## src/sv/ofe_pkg.sv

```systemverilog
// shared types and constants for the offset base64 frame encoder
`default_nettype none

package ofe_pkg;

  localparam int unsigned CHAR_W      = 7;
  localparam int unsigned MAX_RESULTS = 7;
  localparam int unsigned CNT_W       = $clog2(MAX_RESULTS + 1);

  localparam logic [CHAR_W-1:0] ENC_BASE = 7'd61;
  localparam logic [CHAR_W-1:0] CR_CHAR  = 7'd13;

  typedef enum logic [1:0] {
    OP_PREFIX  = 2'd0,
    OP_PAYLOAD = 2'd1,
    OP_FINISH  = 2'd2
  } op_t;

  // characters produced by one request, slot 0 goes out first
  typedef struct packed {
    logic [CNT_W-1:0]                   cnt;
    logic [MAX_RESULTS-1:0][CHAR_W-1:0] chars;
    logic [MAX_RESULTS-1:0]             lasts;
  } burst_word_t;

endpackage

`default_nettype wire

```

## src/sv/ofe_encode.sv

```systemverilog
// frame state and per-request character generation
`default_nettype none

module ofe_encode (
  input  logic                clk,
  input  logic                rst,
  input  logic                advance,
  input  logic [1:0]          op,
  input  logic [7:0]          data,
  output ofe_pkg::burst_word_t word
);
  import ofe_pkg::*;

  logic [11:0] checksum_sum, checksum_sum_next;
  logic [15:0] held_bytes, held_bytes_next;
  logic [1:0]  group_count, group_count_next;

  logic [7:0]        byte_a, byte_b, byte_c;
  logic [CHAR_W-1:0] g0, g1, g2, g3;
  logic [8:0]        group_sum;
  logic [11:0]       sum_with_group, chk;
  logic [CHAR_W-1:0] chk_hi, chk_lo;
  logic              has_group;

  assign byte_a = held_bytes[15:8];
  assign byte_b = held_bytes[7:0];
  assign byte_c = (op == OP_PAYLOAD) ? data : 8'h00;

  // four 6-bit slices of the group, msb first
  assign g0 = ENC_BASE + {1'b0, byte_a[7:2]};
  assign g1 = ENC_BASE + {1'b0, byte_a[1:0], byte_b[7:4]};
  assign g2 = ENC_BASE + {1'b0, byte_b[3:0], byte_c[7:6]};
  assign g3 = ENC_BASE + {1'b0, byte_c[5:0]};

  assign group_sum      = {2'b00, g0} + {2'b00, g1} + {2'b00, g2} + {2'b00, g3};
  assign sum_with_group = checksum_sum + {3'b000, group_sum};
  assign has_group      = (group_count != 2'd0);
  assign chk            = has_group ? sum_with_group : checksum_sum;
  assign chk_hi         = ENC_BASE + {1'b0, chk[11:6]};
  assign chk_lo         = ENC_BASE + {1'b0, chk[5:0]};

  always_comb begin
    word              = '0;
    checksum_sum_next = checksum_sum;
    held_bytes_next   = held_bytes;
    group_count_next  = group_count;
    unique case (op)
      OP_PREFIX: begin
        word.cnt          = CNT_W'(1);
        word.chars[0]     = data[6:0];
        checksum_sum_next = checksum_sum + {5'b00000, data[6:0]};
      end
      OP_PAYLOAD: begin
        if (group_count[1]) begin
          word.cnt          = CNT_W'(4);
          word.chars[0]     = g0;
          word.chars[1]     = g1;
          word.chars[2]     = g2;
          word.chars[3]     = g3;
          checksum_sum_next = sum_with_group;
          held_bytes_next   = 16'h0000;
          group_count_next  = 2'd0;
        end else if (group_count == 2'd1) begin
          held_bytes_next  = {held_bytes[15:8], data};
          group_count_next = 2'd2;
        end else begin
          held_bytes_next  = {data, 8'h00};
          group_count_next = 2'd1;
        end
      end
      OP_FINISH: begin
        if (has_group) begin
          // padded partial group, then checksum and terminator
          word.cnt      = CNT_W'(7);
          word.chars[0] = g0;
          word.chars[1] = g1;
          word.chars[2] = g2;
          word.chars[3] = g3;
          word.chars[4] = chk_hi;
          word.chars[5] = chk_lo;
          word.chars[6] = CR_CHAR;
          word.lasts[6] = 1'b1;
        end else begin
          word.cnt      = CNT_W'(3);
          word.chars[0] = chk_hi;
          word.chars[1] = chk_lo;
          word.chars[2] = CR_CHAR;
          word.lasts[2] = 1'b1;
        end
        checksum_sum_next = 12'h000;
        held_bytes_next   = 16'h0000;
        group_count_next  = 2'd0;
      end
      default: begin
      end
    endcase
  end

  always_ff @(posedge clk) begin
    if (rst) begin
      checksum_sum <= 12'h000;
      held_bytes   <= 16'h0000;
      group_count  <= 2'd0;
    end else if (advance) begin
      checksum_sum <= checksum_sum_next;
      held_bytes   <= held_bytes_next;
      group_count  <= group_count_next;
    end
  end

`ifndef SYNTHESIS
  a_count_range: assert property (@(posedge clk) disable iff (rst)
    group_count != 2'd3)
    else $error("group count out of range");

  a_finish_clears: assert property (@(posedge clk) disable iff (rst)
    advance && (op == OP_FINISH) |=> (checksum_sum == 12'h000) && (group_count == 2'd0))
    else $error("finish did not clear frame state");
`endif

endmodule

`default_nettype wire

```

## src/sv/ofe_burst.sv

```systemverilog
// result shift register, one character out per cycle while out_ready is high
`default_nettype none

module ofe_burst (
  input  logic                        clk,
  input  logic                        rst,
  input  logic                        load,
  input  ofe_pkg::burst_word_t        word,
  output logic                        load_ok,
  output logic                        out_valid,
  input  logic                        out_ready,
  output logic [ofe_pkg::CHAR_W-1:0]  out_char,
  output logic                        last
);
  import ofe_pkg::*;

  logic [CNT_W-1:0]                   cnt;
  logic [MAX_RESULTS-1:0][CHAR_W-1:0] chars;
  logic [MAX_RESULTS-1:0]             lasts;
  logic                               fire;

  assign fire      = out_valid && out_ready;
  assign out_valid = (cnt != '0);
  assign out_char  = chars[0];
  assign last      = lasts[0];
  // room for a new burst when empty or once the current one drains this cycle
  assign load_ok   = (cnt == '0) || ((cnt == CNT_W'(1)) && out_ready);

  always_ff @(posedge clk) begin
    if (rst) begin
      cnt <= '0;
    end else if (load) begin
      cnt <= word.cnt;
    end else if (fire) begin
      cnt <= cnt - CNT_W'(1);
    end
  end

  always_ff @(posedge clk) begin
    if (load) begin
      chars <= word.chars;
      lasts <= word.lasts;
    end else if (fire) begin
      for (int i = 0; i < MAX_RESULTS - 1; i++) begin
        chars[i] <= chars[i+1];
        lasts[i] <= lasts[i+1];
      end
    end
  end

`ifndef SYNTHESIS
  a_no_overwrite: assert property (@(posedge clk) disable iff (rst)
    load |-> (cnt == '0) || ((cnt == CNT_W'(1)) && out_ready))
    else $error("burst loaded over pending characters");

  a_last_is_final: assert property (@(posedge clk) disable iff (rst)
    out_valid && last |-> (cnt == CNT_W'(1)))
    else $error("last flag before end of burst");
`endif

endmodule

`default_nettype wire

```

## src/sv/offset_base64_frame_encoder_core.sv

```systemverilog
// top level of the offset base64 frame encoder with additive checksum
//
//   channel   signals                        direction  carries
//   input     in_valid in_ready op data      in         one request: prefix, payload or finish
//   output    out_valid out_ready out_char   out        up to seven frame characters per request
//             last                                      (last marks the closing carriage return)
//
// a request passes an input register, then one encode step loads up to seven
// characters into the result shift register, which sends one per cycle while out_ready is high
// a request yields one character for a prefix, none for a held payload byte,
// 4 for a full group, 3 or 7 for a finish
// rst is synchronous and clears the frame state, the input register and the count
// out_ready low holds the burst, and the input register then fills and drops in_ready
`default_nettype none

module offset_base64_frame_encoder_core (
  input  logic                       clk,
  input  logic                       rst,
  input  logic                       in_valid,
  output logic                       in_ready,
  input  logic [1:0]                 op,
  input  logic [7:0]                 data,
  output logic                       out_valid,
  input  logic                       out_ready,
  output logic [ofe_pkg::CHAR_W-1:0] out_char,
  output logic                       last
);
  import ofe_pkg::*;

  // input register
  logic        in_full;
  logic [1:0]  op_q;
  logic [7:0]  data_q;

  logic        load_ok;
  logic        advance;
  burst_word_t word;

  // held request moves on when the result register can take its burst
  assign advance  = in_full && load_ok;
  assign in_ready = !in_full || advance;

  always_ff @(posedge clk) begin
    if (rst) begin
      in_full <= 1'b0;
    end else if (in_ready) begin
      in_full <= in_valid;
    end
  end

  always_ff @(posedge clk) begin
    if (in_valid && in_ready) begin
      op_q   <= op;
      data_q <= data;
    end
  end

  // frame state plus character generation for the held request
  ofe_encode u_encode (
    .clk     (clk),
    .rst     (rst),
    .advance (advance),
    .op      (op_q),
    .data    (data_q),
    .word    (word)
  );

  // result register, drains one character a cycle while out_ready is high
  ofe_burst u_burst (
    .clk       (clk),
    .rst       (rst),
    .load      (advance),
    .word      (word),
    .load_ok   (load_ok),
    .out_valid (out_valid),
    .out_ready (out_ready),
    .out_char  (out_char),
    .last      (last)
  );

`ifndef SYNTHESIS
  a_hold_request: assert property (@(posedge clk) disable iff (rst)
    in_full && !advance |=> in_full && $stable(op_q) && $stable(data_q))
    else $error("held request lost before encode");
`endif

endmodule

`default_nettype wire

```

## config.mk

```make
export PLATFORM = sky130hd
export DESIGN_NAME = offset_base64_frame_encoder_core
export DESIGN_NICKNAME = d
export VERILOG_FILES = /design/src/sv/ofe_pkg.sv /design/src/sv/ofe_encode.sv /design/src/sv/ofe_burst.sv /design/src/sv/offset_base64_frame_encoder_core.sv
export SDC_FILE = /design/constraint.sdc
export NUM_CORES = 1
export LEC_CHECK = 0
export ABC_AREA = 1
export BUFFER_PORTS_ARGS = -buffer_cell sky130_fd_sc_hd__buf_4
export CAP_MARGIN = 20
export CORE_UTILIZATION = 30
export CTS_CLUSTER_SIZE = 28
export DETAILED_ROUTE_END_ITERATION = 10
export GPL_ROUTABILITY_DRIVEN = 1
export SYNTH_ARGS = -nofsm -noshare
export SYNTH_HDL_FRONTEND = slang
export SYNTH_HIERARCHICAL = 1
export SYNTH_SLANG_ARGS = --single-unit
```

## constraint.sdc

```tcl
create_clock -name clk -period 10.4 [get_ports clk]
set_input_delay 1.56 -clock clk [delete_from_list [all_inputs] [get_ports clk]]
set_output_delay 1.56 -clock clk [all_outputs]
set_load 0.005 [all_outputs]
```

# Yosys cells after proc, flatten, opt, wreduce, memory -nomap -nowiden
# Cells that the tools add are included.
[word_totals] reg_bits=97 input_bits=14
[op_classes] add_sub_neg=12 n_eq_ne=6 n_mux=28 n_reduce_logical=17
[op_table] op="two-way mux 42 bit" n=2
[op_table] op="adder 6 x 6 -> 7 bit (first input constant)" n=6
[op_table] op="one-hot mux 21 bit (2 select lines)" n=1
[op_table] op="one-hot mux 12 bit (3 select lines)" n=1
[op_table] op="two-way mux 16 bit" n=2
[op_table] op="one-hot mux 16 bit (2 select lines)" n=1
[op_table] op="two-way mux 28 bit" n=1
[op_table] op="two-way mux 25 bit" n=1
[op_table] op="two-way mux 12 bit" n=2
[op_table] op="two-way mux 21 bit" n=1
[op_table] op="one-hot mux 7 bit (3 select lines)" n=1
[op_table] op="adder 9 x 7 -> 9 bit" n=2
[op_table] op="two-way mux 3 bit" n=6
[op_table] op="two-way mux 14 bit" n=1
[op_table] op="adder 12 x 7 -> 12 bit" n=1
[op_table] op="adder 12 x 9 -> 12 bit" n=1
[op_table] op="one-hot mux 3 bit (3 select lines)" n=1
[op_table] op="adder 7 x 7 -> 8 bit" n=1
[op_table] op="two-way mux 8 bit" n=1
[op_table] op="AND reduction 3 bit" n=2
[op_table] op="nonzero test 2 bit" n=3
[op_table] op="nonzero test 3 bit" n=2
[op_table] op="equality test 2 x 1 -> 1 bit (second input constant)" n=2
[op_table] op="logical AND 1 bit" n=4
[op_table] op="13 further kinds" n=17

# Logic depth before layout (Yosys ltp)
[logic_depth] ltp_word=11 depth_mapped=34

# By module
# Netlist, hierarchy kept.
[by_module_without_submodules] mod="ofe_encode" n_inst=1 cells_each=652 area_each_um2=4216.5 seq_area_each_um2=600.6
[by_module_without_submodules] mod="ofe_burst" n_inst=1 cells_each=252 area_each_um2=2598.7 seq_area_each_um2=1741.7
[by_module_without_submodules] mod="offset_base64_frame_encoder_core" n_inst=1 cells_each=18 area_each_um2=355.3 seq_area_each_um2=320.3

# Worst setup path before layout
# OpenSTA, ideal clock, no wires.
[synth_path] kind="reg2reg" from="register u_encode.held_bytes[4]" to="register u_burst.chars (netlist bit u_burst/out_char[4]) (data pin)" t_arrival_ps=4579 t_required_ps=10148 setup_slack_ps=5569 stages_incl_launch_ff=33 path_buffers=0 cell_sequence="dfxtp_1 -> ha_1 -> xor2_1 -> inv_1 -> ha_1 -> a21oi_1 -> nand2_1 -> a21oi_1 -> inv_1 -> a21oi_1 -> xor2_1 -> fa_1 -> ha_1 -> inv_1 -> o21ai_0 -> xnor2_1 -> inv_1 -> ha_1 -> nand2_1 -> inv_1 -> a21oi_2 -> nand2_1 -> nand2_1 -> nand3_1 -> nand2_1 -> inv_1 -> ha_1 -> nor2_2 -> nand3_1 -> nand3_1 -> a21oi_1 -> nand2_1 -> nand2_1"
[synth_rtl] item="start: declaration" line="ofe_encode.sv:15" text="logic [15:0] held_bytes, held_bytes_next;"
[synth_rtl] item="start signal: assignment" line="ofe_encode.sv:106" text="held_bytes <= held_bytes_next;"
[synth_rtl] item="end signal: assignment" line="ofe_burst.sv:41" text="chars <= word.chars;"
[synth_rtl] item="end signal: indexed assignment" line="ofe_burst.sv:45" text="chars[i] <= chars[i+1];"
[synth_rtl] item="end: declaration" line="ofe_burst.sv:18" text="logic [MAX_RESULTS-1:0][CHAR_W-1:0] chars;"

==> metrics <==
Chip Height=157 um; cell area after synthesis=7170 um2; final WL=18.3 mm; CTS tree=done; Syn Area/Cell=7.78 um2; critical path type=reg -> reg; # DRC=0; drt first pass iters=5; total grt overflow=0; TNS Setup=0 ns; synthesis-to-layout area growth=8.60%; CP most frequent cell=nand2_1; hold buffers post-CTS=0; number of max-cap violations=0; ANT cells=0; Slew HR=41.0%; register area share after synthesis=37.1%; count leader, synth=nand2_1; setup ws final=4.87 ns; Gate Count Post-Synth=922; ratio of cells with drive above 1 in the final layout=8.52%; Tot GR Track Use=15.9%; Sink Count=100; final hold violation count=0; worst vdd ir=0.000173 V; Post-synth top flop=edfxtp_1; Critical Path End Type=flip-flop; Yosys reg bits=100; RSZ-0062 raised after global routing=no; CTS Root Cell=clkbuf_16; fillcell total=2488; Die Area=24500 um2; Yosys cell types=50; endpoints failing setup=0; period utilisation layout=53.2%; Post-synth EDFFs=66; minimum clock period=5.53 ns; Slowest cell on crit path=fa_1; buffer depth of the longest clock path=2; first-pass GRT wire length=29.8 mm; initial antenna violation count=0; Storage cell area=2660 um2; Post-synth top cells=nand2_1, inv_1, edfxtp_1; Setup Skew=0.00885 ns; initial core utilization=30.5%; Worst Tran Pin Value=0.885 ns; P_leak=3.62 nW; Routed Antenna Nets=0; vias=5759; CP Launch Type=flip-flop; worst-path fanout max=12; I/O Pins=24; pre-CTS setup slack=5.00 ns; async set-or-reset flop fraction in the synthesized netlist=0%; Chip Width=157 um; status=complete, no violations; Buf+Inv Stages, Crit Path=6; largest net degree at the start of global routing=62; Reg clk slew, reported paths=0.07 ns; Area contributors post-synth=edfxtp_1, nand2_1, dfxtp_1; post-CTS setup buffer count=0; H-tree depth=3; Worst Hold Class=reg -> reg; Slew Limit Fails=0; DRT iter0 DRCs=425; Crit path max-delay family=adder cells; detailed placement HPWL=13.8 mm; Max Clock Freq=181 MHz; crit path DAT=5.64 ns; footprint of the multi-input gates=3740 um2; # rows=56; Nets=990; Resized Gates After CTS=0; Placer Congestion=0.912; core box area=23500 um2; via density per instance=4.62; input/output buffers=23; Wirelength per Cell=14.7 um; Inserted Clock Buffers=9; Power Density=328 nW/um2; Ys Warns=6; vias in the first global route=5507; Worst-Skew Late Latency=0.36 ns; final core utilization=33.2%; crit-path max cell delay=0.50 ns; Yosys top cell area share=27.6%; leading area contributor after synthesis=edfxtp_1; Crit path required time=10.51 ns
## registers in the layout, summed over array words and instances, names as in the netlist
name	flops
u_burst/out_char	7
u_encode/checksum_sum	12
op_q	2
u_encode/held_bytes	16
u_burst/lasts	7
data_q	8
u_encode/group_count	2
in_full	1
u_burst/chars	42
u_burst/cnt	3
## report_power, final
| group | leakage, nW | switching [mW] | internal, mW |
|---|---|---|---|
| clock | 0.157 | 0.150 | 0.218 |
| sequential | 0.913 | 0.0610 | 0.615 |
| combinational | 2.55 | 0.992 | 0.521 |
| total | 3.62 | 1.20 | 1.35 |
## layer usage
metal	routed length, um	GRT usage [%]	part of all wire (%)	up-vias
li1	-	-	-	2953
met5	0	0	0	-
met1	9140	22.6	50	2665
met4	254	4.44	1.4	0
met3	814	2.77	4.4	13
met2	8110	24.5	44	128
## worst register-to-register path: cells and delay by family (launching register included)
kind | cells | cell delay [ns]
AO/OA/AOI/OAI | 4 | 0.60
XOR/XNOR | 2 | 0.46
flip-flops | 1 | 0.41
buffers and inverters | 6 | 0.51
AND/OR/NAND/NOR | 13 | 1.26
adder cells (fa/ha/maj) | 6 | 2.05
## layout by cell type, fill, tap and decap left out, types with 9 or more instances in the layout
cell type / netlist / routed
nand2_1: 294 / 294
inv_1: 120 / 119
edfxtp_1: 66 / 66
a21oi_1: 61 / 61
nor2_1: 52 / 52
nand3_1: 49 / 49
ha_1: 43 / 43
dfxtp_1: 34 / 34
xor2_1: 29 / 29
buf_4: 19 / 25
o21ai_0: 17 / 17
o211ai_1: 11 / 11
fa_1: 11 / 11
nand2_2: 9 / 9
clkbuf_16: 0 / 9
conb_1: 1 / 9
## through the flow
step	instance area [um2]	hold slack, ns	power (mW)	instances
finish	7790	0.484	2.56	1246
global route	7790	0.513	2.79	1246
CTS	7790	0.482	2.57	1246
detailed placement	7470	0.473	2.19	1230
global placement	7470	0.473	2.18	1230
floorplan	7200	0.455	1.85	930
## layout make-up
type | count | share of cell area (%)
Clock buffer | 12 | 3.17
Timing Repair Buffer | 25 | 2.41
Sequential cell | 100 | 34.2
Multi-Input combinational cell | 661 | 48.0
Clock inverter | 4 | 0.948
Tap cell | 319 | 5.13
Inverter | 125 | 6.12
## kinds of logic after synthesis
family	after synthesis	share of synthesized area (%)
DFF	100	37.1
AOI/OAI and AO/OA	124	10.1
adders and majority gates	54	10.6
other	1	0.0523
xor gates and xnor gates	36	4.40
buffers and inverters	169	11.1
muxes	1	0.140
and+or+nand+nor	437	26.5
## path summary, 6_finish.rpt
kind | startpoint | cells past startpoint | slack, ns | endpoint
worst min register to register | u_burst/cnt[1] | 2 | 0.48 | u_burst/cnt[1]
worst min-delay path | u_burst/cnt[1] | 2 | 0.48 | u_burst/cnt[1]
worst max-delay path | op_q[1] | 31 | 4.87 | u_burst/out_char[4]
worst max register to register | op_q[1] | 31 | 4.87 | u_burst/out_char[4]
No activity file was read; power rests on OpenSTA's default activity.
